`config.mk`:
```
export PLATFORM = sky130hd
export DESIGN_NAME = fpga_bitstream_file_parser
export DESIGN_NICKNAME = d
export VERILOG_FILES = /design/src/design/fbp_pkg.sv /design/src/design/fbp_cfg.sv /design/src/design/fbp_core.sv /design/src/design/fpga_bitstream_file_parser.sv
export SDC_FILE = /design/constraint.sdc
export NUM_CORES = 1
export LEC_CHECK = 0
export ABC_CLOCK_PERIOD_IN_PS = 6700
export BUFFER_PORTS_ARGS = -buffer_cell sky130_fd_sc_hd__buf_4
export CORE_MARGIN = 1
export CORE_UTILIZATION = 50
export CTS_CLUSTER_DIAMETER = 150
export CTS_CLUSTER_SIZE = 12
export DETAILED_ROUTE_END_ITERATION = 6
export PLACE_DENSITY = 0.68
export SLEW_MARGIN = 20
export SYNTH_ARGS = -nofsm -noshare
export SYNTH_HDL_FRONTEND = slang
export SYNTH_SLANG_ARGS = --single-unit
```
`constraint.sdc`:
```
create_clock -name clk -period 6.7 [get_ports clk]
set_input_delay 1.34 -clock clk [delete_from_list [all_inputs] [get_ports clk]]
set_output_delay 1.34 -clock clk [all_outputs]
set_load 0.02 [all_outputs]
```
`src/design/fbp_pkg.sv`:
```
`timescale 1ns / 1ps

package fbp_pkg;

    // Input and result items
    typedef struct packed {
        logic [7:0] data_byte;
        logic       file_start;
    } fbp_in_t;

    typedef struct packed {
        logic       forward_valid;
        logic [7:0] forward_byte;
        logic       erase_request;
        logic [1:0] status;
    } fbp_out_t;

    // Configuration port
    localparam int CFG_INDEX_W = 2;
    localparam int CFG_DATA_W  = 64;

    localparam logic [CFG_INDEX_W-1:0] REG_NAME_LENGTH     = 2'd0;
    localparam logic [CFG_INDEX_W-1:0] REG_NAME_CHARS_LOW  = 2'd1;
    localparam logic [CFG_INDEX_W-1:0] REG_NAME_CHARS_HIGH = 2'd2;

    // Characters held by the configuration registers
    localparam int REG_CHARS = 16;

    // Parser phases
    localparam logic [2:0] PH_MAGIC   = 3'd0;
    localparam logic [2:0] PH_RECORDS = 3'd1;
    localparam logic [2:0] PH_SKIP_E  = 3'd2;
    localparam logic [2:0] PH_SYNC    = 3'd3;
    localparam logic [2:0] PH_HEAD    = 3'd4;
    localparam logic [2:0] PH_BODY    = 3'd5;
    localparam logic [2:0] PH_DONE    = 3'd6;
    localparam logic [2:0] PH_FAILED  = 3'd7;

    // Status codes
    localparam logic [1:0] STATUS_PARSING = 2'd0;
    localparam logic [1:0] STATUS_DONE    = 2'd1;
    localparam logic [1:0] STATUS_FAILED  = 2'd2;

    // File format constants
    localparam logic [8:0]  MAGIC_LEN     = 9'd13;
    localparam logic [8:0]  E_SKIP_LEN    = 9'd5;
    localparam logic [7:0]  CH_B          = 8'h62;
    localparam logic [7:0]  CH_E          = 8'h65;
    localparam logic [31:0] SYNC_WORD     = 32'hAA995566;
    localparam logic [2:0]  PKT_TYPE1     = 3'd1;
    localparam logic [2:0]  PKT_TYPE2     = 3'd2;
    localparam logic [7:0]  CMD_REG_ADDR  = 8'h04;
    localparam logic [4:0]  DESYNC_OPCODE = 5'h0d;

    // Expected magic byte at a given position of the file
    function automatic logic [7:0] magic_byte(input logic [3:0] idx);
        logic [7:0] val;
        unique case (idx)
            4'd0:    val = 8'h00;
            4'd1:    val = 8'h09;
            4'd2:    val = 8'h0f;
            4'd3:    val = 8'hf0;
            4'd4:    val = 8'h0f;
            4'd5:    val = 8'hf0;
            4'd6:    val = 8'h0f;
            4'd7:    val = 8'hf0;
            4'd8:    val = 8'h0f;
            4'd9:    val = 8'hf0;
            4'd10:   val = 8'h00;
            4'd11:   val = 8'h00;
            4'd12:   val = 8'h01;
            default: val = 8'h00;
        endcase
        return val;
    endfunction

endpackage

```
`src/design/fbp_cfg.sv`:
```
`timescale 1ns / 1ps

module fbp_cfg
    import fbp_pkg::*;
#(
    parameter int NAME_LIM = 16
)
(
    input  logic                           clk,
    input  logic                           rst_n,
    input  logic                           cfg_we,
    input  logic [CFG_INDEX_W-1:0]         cfg_index,
    input  logic [CFG_DATA_W-1:0]          cfg_data,
    output logic [4:0]                     name_lim,
    output logic [NAME_LIM-1:0][7:0]       name_bytes,
    output logic [NAME_LIM-1:0]            char_nz
);

    logic [4:0]                name_length_reg;
    logic [NAME_LIM-1:0][7:0]  name_reg;

    // Hold the name length as written
    always_ff @(posedge clk or negedge rst_n)
    begin
        if (!rst_n)
        begin
            name_length_reg <= '0;
        end
        else if (cfg_we && cfg_index == REG_NAME_LENGTH)
        begin
            name_length_reg <= cfg_data[4:0];
        end
    end

    // Hold only the characters the compare can ever reach
    for (genvar g = 0; g < NAME_LIM; g++)
    begin : g_char
        if (g < 8)
        begin : g_low
            always_ff @(posedge clk or negedge rst_n)
            begin
                if (!rst_n)
                begin
                    name_reg[g] <= '0;
                end
                else if (cfg_we && cfg_index == REG_NAME_CHARS_LOW)
                begin
                    name_reg[g] <= cfg_data[8*g +: 8];
                end
            end
        end
        else
        begin : g_high
            always_ff @(posedge clk or negedge rst_n)
            begin
                if (!rst_n)
                begin
                    name_reg[g] <= '0;
                end
                else if (cfg_we && cfg_index == REG_NAME_CHARS_HIGH)
                begin
                    name_reg[g] <= cfg_data[8*(g-8) +: 8];
                end
            end
        end

        // Flag positions that hold a live, non-zero expected character
        assign char_nz[g] = (5'(g) < name_lim) && (name_reg[g] != 8'h00);
    end

    // Clamp the length to the stored characters
    assign name_lim   = (name_length_reg > 5'(NAME_LIM)) ? 5'(NAME_LIM) : name_length_reg;
    assign name_bytes = name_reg;

endmodule

```
`src/design/fbp_core.sv`:
```
`timescale 1ns / 1ps

module fbp_core
    import fbp_pkg::*;
#(
    parameter int NAME_LIM = 16
)
(
    input  logic                       clk,
    input  logic                       rst_n,
    input  logic                       take,
    input  fbp_in_t                    item,
    input  logic [4:0]                 name_lim,
    input  logic [NAME_LIM-1:0][7:0]   name_bytes,
    input  logic [NAME_LIM-1:0]        char_nz,
    output fbp_out_t                   result
);

    localparam int IW = (NAME_LIM > 1) ? $clog2(NAME_LIM) : 1;

    logic [2:0]  phase_reg,        phase_next;
    logic [8:0]  sc_reg,           sc_next;
    logic [31:0] header_shift_reg, header_shift_next;
    logic        mismatch_reg,     mismatch_next;
    logic [7:0]  kind_reg,         kind_next;
    logic [7:0]  length_reg,       length_next;
    logic        name_equal_reg,   name_equal_next;
    logic [31:0] sync_window_reg,  sync_window_next;
    logic        cmd_watch_reg,    cmd_watch_next;
    logic [26:0] words_left_reg,   words_left_next;
    logic [1:0]  biw_reg,          biw_next;

    logic [2:0]  c_phase;
    logic [8:0]  c_sc;
    logic [31:0] c_hs;
    logic        c_mm;
    logic [7:0]  c_kind;
    logic [7:0]  c_len;
    logic        c_eq;
    logic [31:0] c_sync;
    logic        c_cw;
    logic [26:0] c_wl;
    logic [1:0]  c_biw;

    logic [7:0]  b;
    logic [8:0]  idx_wide;
    logic [7:0]  idx;
    logic [7:0]  exp_char;
    logic        nz_len;
    logic        fwd;
    logic        erase;

    assign b = item.data_byte;

    // Start from a clean parser when the item opens a new file
    always_comb
    begin
        if (item.file_start)
        begin
            c_phase = PH_MAGIC;
            c_sc    = '0;
            c_hs    = '0;
            c_mm    = 1'b0;
            c_kind  = '0;
            c_len   = '0;
            c_eq    = 1'b1;
            c_sync  = '0;
            c_cw    = 1'b0;
            c_wl    = '0;
            c_biw   = '0;
        end
        else
        begin
            c_phase = phase_reg;
            c_sc    = sc_reg;
            c_hs    = header_shift_reg;
            c_mm    = mismatch_reg;
            c_kind  = kind_reg;
            c_len   = length_reg;
            c_eq    = name_equal_reg;
            c_sync  = sync_window_reg;
            c_cw    = cmd_watch_reg;
            c_wl    = words_left_reg;
            c_biw   = biw_reg;
        end
    end

    // Look up the expected name character for this payload byte
    assign idx_wide = c_sc - 9'd3;
    assign idx      = idx_wide[7:0];
    assign exp_char = ({3'b000, name_lim} > idx) ? name_bytes[idx[IW-1:0]] : 8'h00;
    assign nz_len   = (c_len < 8'(NAME_LIM)) ? char_nz[c_len[IW-1:0]] : 1'b0;

    // Advance the parser by one byte
    always_comb
    begin
        phase_next        = c_phase;
        sc_next           = c_sc;
        header_shift_next = c_hs;
        mismatch_next     = c_mm;
        kind_next         = c_kind;
        length_next       = c_len;
        name_equal_next   = c_eq;
        sync_window_next  = c_sync;
        cmd_watch_next    = c_cw;
        words_left_next   = c_wl;
        biw_next          = c_biw;
        fwd               = 1'b0;
        erase             = 1'b0;

        unique case (c_phase)
            PH_MAGIC:
            begin
                if (b != magic_byte(c_sc[3:0]))
                begin
                    mismatch_next = 1'b1;
                end
                sc_next = c_sc + 9'd1;
                if (sc_next >= MAGIC_LEN)
                begin
                    phase_next = mismatch_next ? PH_FAILED : PH_RECORDS;
                    sc_next    = '0;
                end
            end
            PH_RECORDS:
            begin
                if (c_sc == 9'd0)
                begin
                    kind_next       = b;
                    name_equal_next = 1'b1;
                    sc_next         = 9'd1;
                    if (b == CH_E)
                    begin
                        phase_next = PH_SKIP_E;
                    end
                end
                else if (c_sc == 9'd1)
                begin
                    sc_next = 9'd2;
                end
                else if (c_sc == 9'd2)
                begin
                    length_next = b;
                    sc_next     = 9'd3;
                    // Empty record closes on its length byte
                    if (b == 8'h00)
                    begin
                        if (kind_next == CH_B && (!name_equal_next || char_nz[0]))
                        begin
                            phase_next = PH_FAILED;
                        end
                        sc_next = '0;
                    end
                end
                else
                begin
                    if (c_kind == CH_B && c_eq)
                    begin
                        if (b != exp_char)
                        begin
                            name_equal_next = 1'b0;
                        end
                        else if (b == 8'h00)
                        begin
                            kind_next = 8'h00;
                        end
                    end
                    sc_next = c_sc + 9'd1;
                    if (({1'b0, idx} + 9'd1) >= {1'b0, c_len})
                    begin
                        if (kind_next == CH_B && (!name_equal_next || nz_len))
                        begin
                            phase_next = PH_FAILED;
                        end
                        sc_next = '0;
                    end
                end
            end
            PH_SKIP_E:
            begin
                sc_next = c_sc + 9'd1;
                if (sc_next >= E_SKIP_LEN)
                begin
                    erase            = 1'b1;
                    phase_next       = PH_SYNC;
                    sc_next          = '0;
                    sync_window_next = '0;
                end
            end
            PH_SYNC:
            begin
                fwd              = 1'b1;
                sync_window_next = {c_sync[23:0], b};
                if (sync_window_next == SYNC_WORD)
                begin
                    phase_next = PH_HEAD;
                    biw_next   = '0;
                end
            end
            PH_HEAD:
            begin
                if (c_biw == 2'd0 && b[7:5] != PKT_TYPE1 && b[7:5] != PKT_TYPE2)
                begin
                    phase_next = PH_FAILED;
                end
                else
                begin
                    fwd               = 1'b1;
                    header_shift_next = {c_hs[23:0], b};
                    if (c_biw == 2'd3)
                    begin
                        if (header_shift_next[31:29] == PKT_TYPE1)
                        begin
                            cmd_watch_next  = (header_shift_next[28:27] != 2'd0)
                                           && (header_shift_next[9:0] == 10'd1)
                                           && (header_shift_next[20:13] == CMD_REG_ADDR);
                            words_left_next = {17'd0, header_shift_next[9:0]};
                        end
                        else
                        begin
                            cmd_watch_next  = 1'b0;
                            words_left_next = header_shift_next[26:0];
                        end
                        if (words_left_next != 27'd0)
                        begin
                            phase_next = PH_BODY;
                        end
                    end
                    biw_next = c_biw + 2'd1;
                end
            end
            PH_BODY:
            begin
                fwd = 1'b1;
                if (c_biw == 2'd3)
                begin
                    words_left_next = c_wl - 27'd1;
                    if (c_cw && b[4:0] == DESYNC_OPCODE)
                    begin
                        phase_next = PH_DONE;
                    end
                    else if (words_left_next == 27'd0)
                    begin
                        phase_next = PH_HEAD;
                    end
                end
                biw_next = c_biw + 2'd1;
            end
            PH_DONE, PH_FAILED:
            begin
                // Absorb bytes until the next file
            end
        endcase
    end

    // Form the result item
    always_comb
    begin
        result.forward_valid = fwd;
        result.forward_byte  = fwd ? b : 8'h00;
        result.erase_request = erase;
        if (phase_next == PH_DONE)
        begin
            result.status = STATUS_DONE;
        end
        else if (phase_next == PH_FAILED)
        begin
            result.status = STATUS_FAILED;
        end
        else
        begin
            result.status = STATUS_PARSING;
        end
    end

    // Commit the parser state when the item is taken
    always_ff @(posedge clk or negedge rst_n)
    begin
        if (!rst_n)
        begin
            phase_reg        <= PH_MAGIC;
            sc_reg           <= '0;
            header_shift_reg <= '0;
            mismatch_reg     <= 1'b0;
            kind_reg         <= '0;
            length_reg       <= '0;
            name_equal_reg   <= 1'b1;
            sync_window_reg  <= '0;
            cmd_watch_reg    <= 1'b0;
            words_left_reg   <= '0;
            biw_reg          <= '0;
        end
        else if (take)
        begin
            phase_reg        <= phase_next;
            sc_reg           <= sc_next;
            header_shift_reg <= header_shift_next;
            mismatch_reg     <= mismatch_next;
            kind_reg         <= kind_next;
            length_reg       <= length_next;
            name_equal_reg   <= name_equal_next;
            sync_window_reg  <= sync_window_next;
            cmd_watch_reg    <= cmd_watch_next;
            words_left_reg   <= words_left_next;
            biw_reg          <= biw_next;
        end
    end

endmodule

```
`src/design/fpga_bitstream_file_parser.sv`:
```
`timescale 1ns / 1ps
// Throughput: one byte per cycle unless out_stall holds a full result register;
// each byte passes through an input register, the combinational parser logic and
// a result register, with no loop inside the parser step.
// Reset: rst_n clears the pipeline, the parser state and the name registers at once;
// file_start on an item clears the parser state (not the name registers) before it.

module fpga_bitstream_file_parser
    import fbp_pkg::*;
#(
    parameter int NAME_CHARS = 16
)
(
    input  logic                   clk,
    input  logic                   rst_n,
    input  logic                   in_valid,
    output logic                   in_stall,
    input  fbp_in_t                in_item,
    output logic                   out_valid,
    input  logic                   out_stall,
    output fbp_out_t               out_item,
    input  logic                   cfg_we,
    input  logic [CFG_INDEX_W-1:0] cfg_index,
    input  logic [CFG_DATA_W-1:0]  cfg_data
);

    localparam int NAME_LIM = (NAME_CHARS < REG_CHARS) ? NAME_CHARS : REG_CHARS;

    logic                     s1_valid_reg;
    fbp_in_t                  s1_item_reg;
    logic                     out_valid_reg;
    fbp_out_t                 out_item_reg;
    logic                     advance;
    logic                     take;
    fbp_out_t                 result;
    logic [4:0]               name_lim;
    logic [NAME_LIM-1:0][7:0] name_bytes;
    logic [NAME_LIM-1:0]      char_nz;

    fbp_cfg #(
        .NAME_LIM (NAME_LIM)
    ) u_cfg (
        .clk        (clk),
        .rst_n      (rst_n),
        .cfg_we     (cfg_we),
        .cfg_index  (cfg_index),
        .cfg_data   (cfg_data),
        .name_lim   (name_lim),
        .name_bytes (name_bytes),
        .char_nz    (char_nz)
    );

    fbp_core #(
        .NAME_LIM (NAME_LIM)
    ) u_core (
        .clk        (clk),
        .rst_n      (rst_n),
        .take       (take),
        .item       (s1_item_reg),
        .name_lim   (name_lim),
        .name_bytes (name_bytes),
        .char_nz    (char_nz),
        .result     (result)
    );

    // Move the pipeline whenever the result register is free or being drained
    assign advance  = !out_valid_reg || !out_stall;
    assign take     = s1_valid_reg && advance;
    assign in_stall = s1_valid_reg && !advance;

    // Input register
    always_ff @(posedge clk or negedge rst_n)
    begin
        if (!rst_n)
        begin
            s1_valid_reg <= 1'b0;
        end
        else if (!in_stall)
        begin
            s1_valid_reg <= in_valid;
        end
    end

    always_ff @(posedge clk)
    begin
        if (in_valid && !in_stall)
        begin
            s1_item_reg <= in_item;
        end
    end

    // Result register
    always_ff @(posedge clk or negedge rst_n)
    begin
        if (!rst_n)
        begin
            out_valid_reg <= 1'b0;
        end
        else if (advance)
        begin
            out_valid_reg <= s1_valid_reg;
        end
    end

    always_ff @(posedge clk)
    begin
        if (take)
        begin
            out_item_reg <= result;
        end
    end

    assign out_valid = out_valid_reg;
    assign out_item  = out_item_reg;

    // Checks
    a_stall_only_when_full: assert property (@(posedge clk) disable iff (!rst_n)
        in_stall |-> (out_valid_reg && out_stall))
        else $error("input stalled while the result register could drain");

    a_erase_not_forwarded: assert property (@(posedge clk) disable iff (!rst_n)
        (out_valid && out_item.erase_request) |->
            (!out_item.forward_valid && out_item.status == STATUS_PARSING))
        else $error("erase request on a forwarded or finished item");

    a_byte_zero_when_dropped: assert property (@(posedge clk) disable iff (!rst_n)
        (out_valid && !out_item.forward_valid) |-> (out_item.forward_byte == 8'h00))
        else $error("byte present on a dropped item");

    a_taken_item_lands: assert property (@(posedge clk) disable iff (!rst_n)
        take |=> out_valid_reg)
        else $error("taken item did not reach the result register");

endmodule
```
# After elaboration in Yosys (flattened, before gate mapping)

Memory sizes are Yosys's and may differ from the RTL's.
Index checks and enable logic that the tools add are counted.

Memories: 1
Output and inout bits: 14
Register bits: 280
ROM bits: 128

Order comparisons: 24
Add/subtract/negate cells: 5
Muxes and demuxes: 97
Equality and inequality tests: 24
Reductions and logical operators: 64

Memories:

| memory          | depth | bits a word | read ports | clocked after memory_dff | write ports | RTL line      | source |
|---|---|---|---|---|---|---|---|
| (no name shown) | 16    | 8           | 1          | 0                        | 0           | fbp_pkg.sv:58 | `unique case (idx)` |

Operators by type and width:

| kind                                                                         | number |
|---|---|
| 27-bit two-way mux                                                           | 8 |
| 32-bit two-way mux                                                           | 5 |
| 8-bit two-way mux                                                            | 20 |
| 8-bit nonzero test                                                           | 16 |
| 32-bit one-hot mux with 2 select lines                                       | 1 |
| 9-bit two-way mux                                                            | 7 |
| 3-bit two-way mux                                                            | 19 |
| 27-bit one-hot mux with 2 select lines                                       | 1 |
| 4-bit by 5-bit less-than comparator with 1-bit output (first input constant) | 8 |
| 8-bit binary-select mux with 4-bit select                                    | 1 |
| 32-bit equality test (second input constant)                                 | 1 |
| 1-bit logical AND                                                            | 30 |
| 27-bit zero test                                                             | 1 |
| 9-bit one-hot mux with 3 select lines                                        | 1 |
| 27-bit nonzero test                                                          | 1 |
| 27-bit by 1-bit subtractor with 27-bit output (second input constant)        | 1 |
| 8-bit by 7-bit equality test with 1-bit output (second input constant)       | 3 |
| 1-bit two-way mux                                                            | 24 |
| 3-bit by 5-bit less-than comparator with 1-bit output (first input constant) | 4 |
| 3-bit one-hot mux with 6 select lines                                        | 1 |
| 8-bit inequality test                                                        | 2 |
| 3-bit equality test (second input constant)                                  | 4 |
| 10-bit by 1-bit equality test with 1-bit output (second input constant)      | 1 |
| 1-bit by 5-bit less-than comparator with 1-bit output (first input constant) | 2 |
| 35 further kinds                                                             | 52 |

# Depth between registers and ports, before layout

Gate-level depths: netlist of the first run.

Word-level depth: 23
Depth in mapped cells: 25
Gate-level depth less buffers: 20

# Cells and area by module

Synthesis of the first run repeated with hierarchy kept, for this count alone.

Cell total of the unflattened synthesis: 1,524
Area, all modules: 15,805.2 µm²

By module, submodules not included:

| module                     | times used | area each (µm²) | seq. area each (µm²) | cells each |
|---|---|---|---|---|
| fbp_core                   | 1          | 9,180.1         | 2,703.8              | 1,135 |
| fbp_cfg                    | 1          | 5,901.9         | 3,328.2              | 360 |
| fpga_bitstream_file_parser | 1          | 723.2           | 680.7                | 29 |

# Least setup slack after synthesis of the first run

OpenSTA, ideal clock, no wires.

Kind: flip-flop to flip-flop
Start point: register s1_item_reg[0] in the netlist's numbering
End point: register out_item_reg, in the netlist out_item[1], data pin
Library setup time: 270 ps
Period minus slack after synthesis: 5,278 ps
Required time: 6,430 ps
Stages on the path, launching flop included: 24
Data arrival time: 5,008 ps
Path slack: 1,422 ps
Path through: edfxtp_1 clkbuf_1 inv_2 clkbuf_1 clkbuf_1 buf_1 nand2_1 inv_1 ha_1 buf_2 clkbuf_1 o311ai_0 o21ai_1 inv_1 ha_1 and4_1 and3_1 a21oi_1 or4_4 a2111o_1 a32oi_2 o2111ai_1 a21oi_1 nor3_1

Word-level cells in the longest chain between the ends: 23
Elaborated cells on any way between the ends: 98

Ends and longest elaborated chain:

| item                                                                                                 | RTL line                          | source |
|---|---|---|
| from (decl)                                                                                          | fpga_bitstream_file_parser.sv:30  | `fbp_in_t s1_item_reg;` |
| from (signal assigned)                                                                               | fpga_bitstream_file_parser.sv:88  | `s1_item_reg <= in_item;` |
| parallel branches: the longest is 20 deep, another holds 8-bit by 2-bit subtractor with 8-bit output | --                                |  |
| 3-bit one-hot mux with 6 select lines *                                                              | fbp_core.sv:111                   | `unique case (c_phase)` |
| 3-bit equality test                                                                                  | fbp_core.sv:266                   | `else if (phase_next == PH_FAILED)` |
| 2-bit two-way mux                                                                                    | fbp_core.sv:266                   |  |
| to (signal assigned)                                                                                 | fpga_bitstream_file_parser.sv:109 | `out_item_reg <= result;` |
| to (decl)                                                                                            | fpga_bitstream_file_parser.sv:32  | `fbp_out_t out_item_reg;` |

Mark *: on every way between the ends. The select of a mux whose other input is x is not followed.
A chain may end at the register's enable or synchronous reset.

# Worst setup path after layout of the first run

Ends and elaborated chain as after synthesis.

==> summary.md, run 1 <==
| Metric | Value |
|---|---|
| R2R Setup Slk | 1.35 ns |
| Final Cell Area | 17100 sq um |
| Synth Area per Inst | roughly 10 sq um |
| CP endpoint kind | flop |
| Power per cell area | 279 nW/um^2 |
| Placed cells | 1986 |
| GRT Util Overall | 29.1% |
| Crit-path max FO | 20 |
| Post-Layout Cell Count | 2019 |
| Commonest cells after routing, fill and taps aside | dfrtp_1 (242), nand2_1 (174), mux2_2 (136) |
| Die Area | 31700 sq um |
| Synthesized cell area | roughly 15000 sq um |
| Reg clk slew, reported paths | roughly 0.070 ns |
| Leakage power | around 0.0069 uW |
| Max frequency | 187 MHz |
| DP HPWL | 32500 um |
| FF-to-FF End | out_item[1] |
| CTS tree | built |
| Hold-fix buffer count after cts | 0 |
| Setup violators final | 0 |
| WL/cell | 22.9 um |
| Post-route setup TNS | 0 ns |
| Worst hold path stage count | 1 |
| #FFs+latches synth | 264 |
| Top cells by area, synth | dfrtp_1 (39%), mux2_2 (9.9%), nand2_1 (4.2%) |
| Post-Syn Nets | 1690 |
| Drt pass-1 iters | 7 |
| H-tree depth | 1 |
| Layout Skew | between 0.01 and 0.015 ns |
| Maxcap violations | 0 |
| Hold Fails Final Rpt | 0 |
| Fin crit period | 5.35 ns |
| Post-CTS Setup Bufs | 0 |
| Async set or reset register ratio after synthesis | 92.0% |
| Synth top area share | just under 40% |
| Most common cell after layout, fill and taps aside | dfrtp_1 |
| Final ANT Viol Nets | 0 |
| Seq/Total Area, Yosys | between 40 and 50% |
| Largest register FFs | 128 |
| WS Path Type | flop to flop |
| Share of layout cells above drive strength 1 | 19.8% |
| Initial core utilization | 50.8% |
| Slew HR | about a third |
| Max VDD drop | 230 uV |
| Worst reg2reg startpoint | s1_item_reg[0] |
| # rows | 64 |
| RePlAce Congestion | 0.973 |
| Post-Synthesis Cells | 1588 |
| DP Worst Slack | ~1.4 ns |
| Final period utilization | 79.9% |
| Largest net degree at the start of global routing | 146 |
| Hold Path End | out_valid |
| Violated checks | DRC |
| Grt total ovfl | 0 |
| Global-route wire length before repair | 71600 um |
| Latest clock arrival within the worst-skew pair | 0.54 ns |
| Vias | around 13000 |
| Yosys warning count | 0 |
| FF/Latch Area | 6710 sq um |
| Vias per inst | 6.54 |
| Yosys top cell by area | dfrtp_1 |
| Port Buffers | 93 |
| Hold Path Origin | s1_valid_reg |
| Vert. Die Dim | 178 um |
| Fillcell total | 2715 |
| Hold WS | 0.491 ns |
| Main flop type after synthesis | dfrtp_1 |
| CTS resizes | 0 |
| Worst Hold Class | flop to flop |
| Crit path required time | 6.97 ns |
| RSZ-0062 raised after global routing | false |
| CTS Buffer Depth | 3 |
| Critical Path AT | 5.62 ns |
| WL final | ~46000 um |
| Remaining routing DRC violations | 10 |
| Root Driver | clkbuf_16 |
| Fin. max-slew vios | 0 |
| Register-to-Register Path Depth | 17 |
| Final net count | 1719 |
| # clock sinks | 264 |
| DRT iter0 DRCs | 1306 |
| Result of the run | finished, violations left |
| Vias in the first global route | 12500 |
| Number of synthesized flops with an enable pin | 21 |
| Num CTS Buffers | 25 |
| Worst setup SP type | flop |
| Initial antenna violation count | 0 |
| Dpl cell area | 16400 sq um |
| Antenna cell count | 0 |
| Die width | 178 um |
| Measured slew at the worst slew-check pin | 0.996 ns |
| Core Area | 30500 sq um |
| Multi-input gate area | 8220 sq um |
| Synthesis-to-layout area growth | 10.4% |
| Top Ports | between 90 and 100 |
| Post-synthesis cell type count | 87 |
| Slack of the critical path | between 1 and 1.5 ns |
## power by group
part           internal, uW  switching, uW
combinational           615            785
sequential             1840            269
clock                   672            589
## worst max-delay path by stage
| stage | from | slack, ns | endpoint | cells past startpoint |
|---|---|---|---|---|
| after floorplan | s1_item_reg[0] | 1.42 | out_item[1] | 23 |
| after global placement | s1_item_reg[0] | 1.46 | out_item[1] | 18 |
| after detailed placement | s1_item_reg[0] | 1.39 | out_item[1] | 18 |
| after CTS | s1_item_reg[0] | 1.35 | out_item[1] | 17 |
| after global routing | s1_item_reg[0] | 0.84 | out_item[1] | 17 |
| final | s1_item_reg[0] | 1.35 | out_item[1] | 17 |
## cell families (layout without fill, tap and decap cells)
group / after synthesis / count (layout) / synth area share [%]
adder cells (fa/ha/maj): 22 / 22 / 1.78
buffers and inverters: 148 / 183 / 3.74
flip-flops: 264 / 264 / 43.3
XOR/XNOR: 23 / 23 / 1.42
AND/OR/NAND/NOR: 551 / 551 / 17.9
AO/OA/AOI/OAI: 394 / 394 / 17.4
multiplexers: 186 / 186 / 14.5
## layer usage
layer / global-route usage (%) / up-vias / wire length [um]
li1: - / 6016 / -
met1: 37.6 / 6504 / 19100
met2: 48.5 / 547 / 22400
met3: 3.22 / 133 / 2460
met4: 14.3 / 0 / 2270
met5: 0 / - / 0
## worst max-delay path: stages (launching register included)
cell and delay [ns]:
edfxtp_1 0.79, inv_2 0.07, nand2_1 0.18, inv_1 0.12, ha_1 0.26, a211oi_2 0.37
nor2_1 0.10, nand2_1 0.34, clkinv_1 0.35, ha_1 0.39, and4_1 0.20, and3_1 0.15
a21oi_1 0.07, or4_4 0.47, nor4_1 0.71, o2111ai_1 0.22, a21oi_1 0.23, nor3_1 0.06
## synth_stat cells (all sizes together), types with 21 or more instances
| cell type | number |
|---|---|
| nor2b | 28 |
| a22o | 46 |
| buf | 25 |
| nand3 | 47 |
| dfrtp | 242 |
| nand2 | 174 |
| nor2 | 101 |
| nor4 | 54 |
| clkbuf | 89 |
| nor3 | 39 |
| edfxtp | 21 |
| ha | 22 |
| nand4 | 21 |
| inv | 30 |
| a21oi | 64 |
| a22oi | 33 |
| mux2i | 31 |
| mux2 | 138 |
| o21ai | 108 |
## through the flow
step	total power, uW	util [%]
final	4770	56.1
after global routing	4990	56.1
after CTS	4770	56.1
after detailed placement	3500	53.9
after global placement	3470	53.9
after floorplan	3030	-
## cell type report
type / count / share of cell area, %
Clock buffer: 32 / 3.81
Clock inverter: 1 / 0.0512
Inverter: 34 / 0.746
Multi-Input combinational cell: 1176 / 48.0
Sequential cell: 264 / 39.2
Tap cell: 396 / 2.90
Timing Repair Buffer: 116 / 5.21
(Power assumes the default switching activity.)
==> run 2, diff against run 1 <==
ABC_CLOCK_PERIOD_IN_PS = 5550   (was 6700)
clock period = 5.55 ns   (was 6.7 ns; I/O delays follow)
==> run 2 against run 1 <==
Against the previous run: the flow now finishes without violations; register-to-register slack got worse by 0.68 ns; sequential power is 20% higher; total power increased by 22%; clock skew is 0.0011 ns higher; non-clock buffer count increased by 7; combinational power grew 23%; hold slack better by 0.0076 ns; die area unchanged; clock power increased by 22%; maximum frequency rose by 9.7%; final area is 0.37% higher; critical path type unchanged; critical endpoint is now u_core.sc_reg[8].
==> summary.md, run 2 (synthesis gave the netlist of run 1 again) <==
| Metric | Value |
|---|---|
| Result of the run | completed |
| Max VDD drop | 264 uV (+15%) |
| Register-to-Register Path Depth | 20 (+3) |
| R2R Setup Slk | 0.67 ns (-0.68 ns) |
| FF-to-FF End | u_core.sc_reg[8] |
| Synthesis-to-layout area growth | 10.8% |
| Family with the most delay on the worst path | compound AO/OA/AOI/OAI gates |
| Maxcap violations | 0 (unchanged) |
| Layout Skew | 0.0125 ns (+0.00110 ns) |
| WL/cell | 23.0 um (+0.41%) |
| Fillcell total | 2687 (-1.0%) |
| Hold Fails Final Rpt | 0 (unchanged) |
| Final ANT Viol Nets | 0 (unchanged) |
| Remaining routing DRC violations | 0 (-10) |
| WL final | 46600 um (+0.90%) |
| Final net count | 1726 (+0.41%) |
| Vias per inst | 6.58 (+0.63%) |
| Most common cell after layout, fill and taps aside | dfrtp_1 |
| Crit-path max FO | 19 (-5.0%) |
| Leakage power | 0.00698 uW (+0.54%) |
| Buf+Inv Stages, Crit Path | 2 (-1) |
| Share of layout cells above drive strength 1 | 20.1% (+0.31 points) |
| Multi-input gate area | 8220 sq um (unchanged) |
| RSZ-0062 raised after global routing | false |
| Power per cell area | 338 nW/um^2 (+21%) |
| Die Area | 31700 sq um (unchanged) |
| CP endpoint kind | flop |
| Max frequency | 205 MHz (+9.7%) |
| Vias in the first global route | 12800 (+2.2%) |
| Num CTS Buffers | 25 (unchanged) |
| Latest clock arrival within the worst-skew pair | 0.55 ns (about the same) |
| Hold-fix buffer count after cts | 0 (unchanged) |
| Port Buffers | 93 (unchanged) |
| Worst Hold Class | flop to flop |
| Core Area | 30500 sq um (unchanged) |
| Die width | 178 um (unchanged) |
| Antenna cell count | 0 (unchanged) |
| Setup violators final | 0 (unchanged) |
| Vert. Die Dim | 178 um (unchanged) |
| Slew HR | 17.1% (-15 points) |
| Hold WS | 0.498 ns (+0.00763 ns) |
| Fin. max-slew vios | 0 (unchanged) |
| Worst setup SP type | flop |
| Initial core utilization | 50.8% (unchanged) |
| Initial antenna violation count | 0 (unchanged) |
| H-tree depth | 1 (unchanged) |
| RePlAce Congestion | 0.998 (+2.6%) |
| Fin crit period | 4.88 ns (-0.472 ns) |
| FF/Latch Area | 6710 sq um (unchanged) |
| Hold Path Origin | u_core.sync_window_reg[20] |
| Crit path required time | 6.03 ns (-0.94 ns) |
| Reg clk slew, reported paths | 0.06 ns (about the same) |
| Top Ports | 94 (unchanged) |
| Root Driver | clkbuf_16 |
| Crit path cell chain | inv_2 > nand2_1 > inv_1 > ha_1 > nor4bb_1 > o21ai_0 > nand2_1 > nand2_1 > xnor2_1 > ha_1 > nand4_1 > nor2_1 > a211o_1 > a21o_1 > a21oi_1 > o21ai_1 > o31ai_1 > nand2_1 > nor3_1 > a21o_1 |
| Commonest cells after routing, fill and taps aside | dfrtp_1 (242), nand2_1 (174), mux2_2 (136) |
| Worst reg2reg startpoint | s1_item_reg[0] |
| CTS resizes | 0 (unchanged) |
| DRT iter0 DRCs | 1345 (+3.0%) |
| Slowest cell on the critical path | ha_1 |
| Largest net degree at the start of global routing | 118 (-19%) |
| WS Path Type | flop to flop |
| DP HPWL | 32800 um (+0.88%) |
| Largest register FFs | 128 (unchanged) |
| Worst hold path stage count | 1 (unchanged) |
| # rows | 64 (unchanged) |
| CTS Buffer Depth | 3 (unchanged) |
| Max stage delay on crit path | 0.67 ns (-0.12 ns) |
| GRT Util Overall | 29.8% (+0.66 points) |
| Final period utilization | 87.9% (+8.0 points) |
| Drt pass-1 iters | 5 (-2) |
| Post-route setup TNS | 0 ns (unchanged) |
| Grt total ovfl | 0 (unchanged) |
| Most frequent CP cell | nand2_1 |
| CTS tree | built |
| # clock sinks | 264 (unchanged) |
| Critical Path AT | 5.36 ns (-0.26 ns) |
| Hold Path End | u_core.sync_window_reg[20] |
| Measured slew at the worst slew-check pin | 1.21 ns (+0.216 ns) |
| Global-route wire length before repair | 73500 um (+2.6%) |
| Vias | 13300 (+1.1%) |
| Tot Pwr | 5790 uW (+22%) |
| Post-CTS Setup Bufs | 0 (unchanged) |
-- run 2: metrics by stage --
stage                     worst slack [ns]  instance area [sq um]  cells  util [%]
after floorplan                      0.272                  15500   1588         -
after global placement               0.928                  16500   1993      54.1
after detailed placement             0.764                  16500   1993      54.1
after CTS                            0.742                  17200   2029      56.3
after global routing                 0.169                  17200   2029      56.3
final                                0.672                  17200   2029      56.3
-- run 2: worst max path at each step --
| stage | slack, ns | end | startpoint | cells past startpoint |
|---|---|---|---|---|
| after detailed placement | 0.76 | u_core.sc_reg[8] | s1_item_reg[0] | 20 |
| after CTS | 0.74 | u_core.sc_reg[8] | s1_item_reg[0] | 20 |
| after global placement | 0.93 | out_item[1] | u_core.sc_reg[2] | 16 |
| final | 0.67 | u_core.sc_reg[8] | s1_item_reg[0] | 20 |
| after floorplan | 0.27 | out_item[1] | s1_item_reg[0] | 23 |
| after global routing | 0.17 | u_core.sc_reg[8] | s1_item_reg[0] | 20 |
-- run 2: layout make-up --
| cell class | count | area share (%) |
|---|---|---|
| flip-flops and latches | 264 | 39.1 |
| repair buffers | 123 | 5.50 |
| well taps | 396 | 2.89 |
| clock inverters | 1 | 0.0510 |
| multi-input cells | 1176 | 47.9 |
| clock buffers | 35 | 3.86 |
| inverters | 34 | 0.743 |
-- run 2: metal layers --
layer	vias to the layer above	wire, um	track usage, %
met4	0	2610	15.6
met2	586	22100	48.6
met3	166	2970	4.16
met5	-	0	0
met1	6585	18900	38.4
li1	6012	-	-
-- run 2: power by group --
part	total, uW	internal (uW)	switching [uW]
registers	2540	2220	318
clock network	1540	820	721
logic	1720	749	970
total	5790	3790	2010
-- run 2: worst reg2reg max path, delay by kind of cell, from the launching register on --
family                     cells  cell delay, ns
and+or+nand+nor                8            1.24
adders and majority gates      2            0.93
DFF                            1            0.48
buffers and inverters          2            0.24
AOI/OAI and AO/OA              7            1.79
xor gates and xnor gates       1            0.12
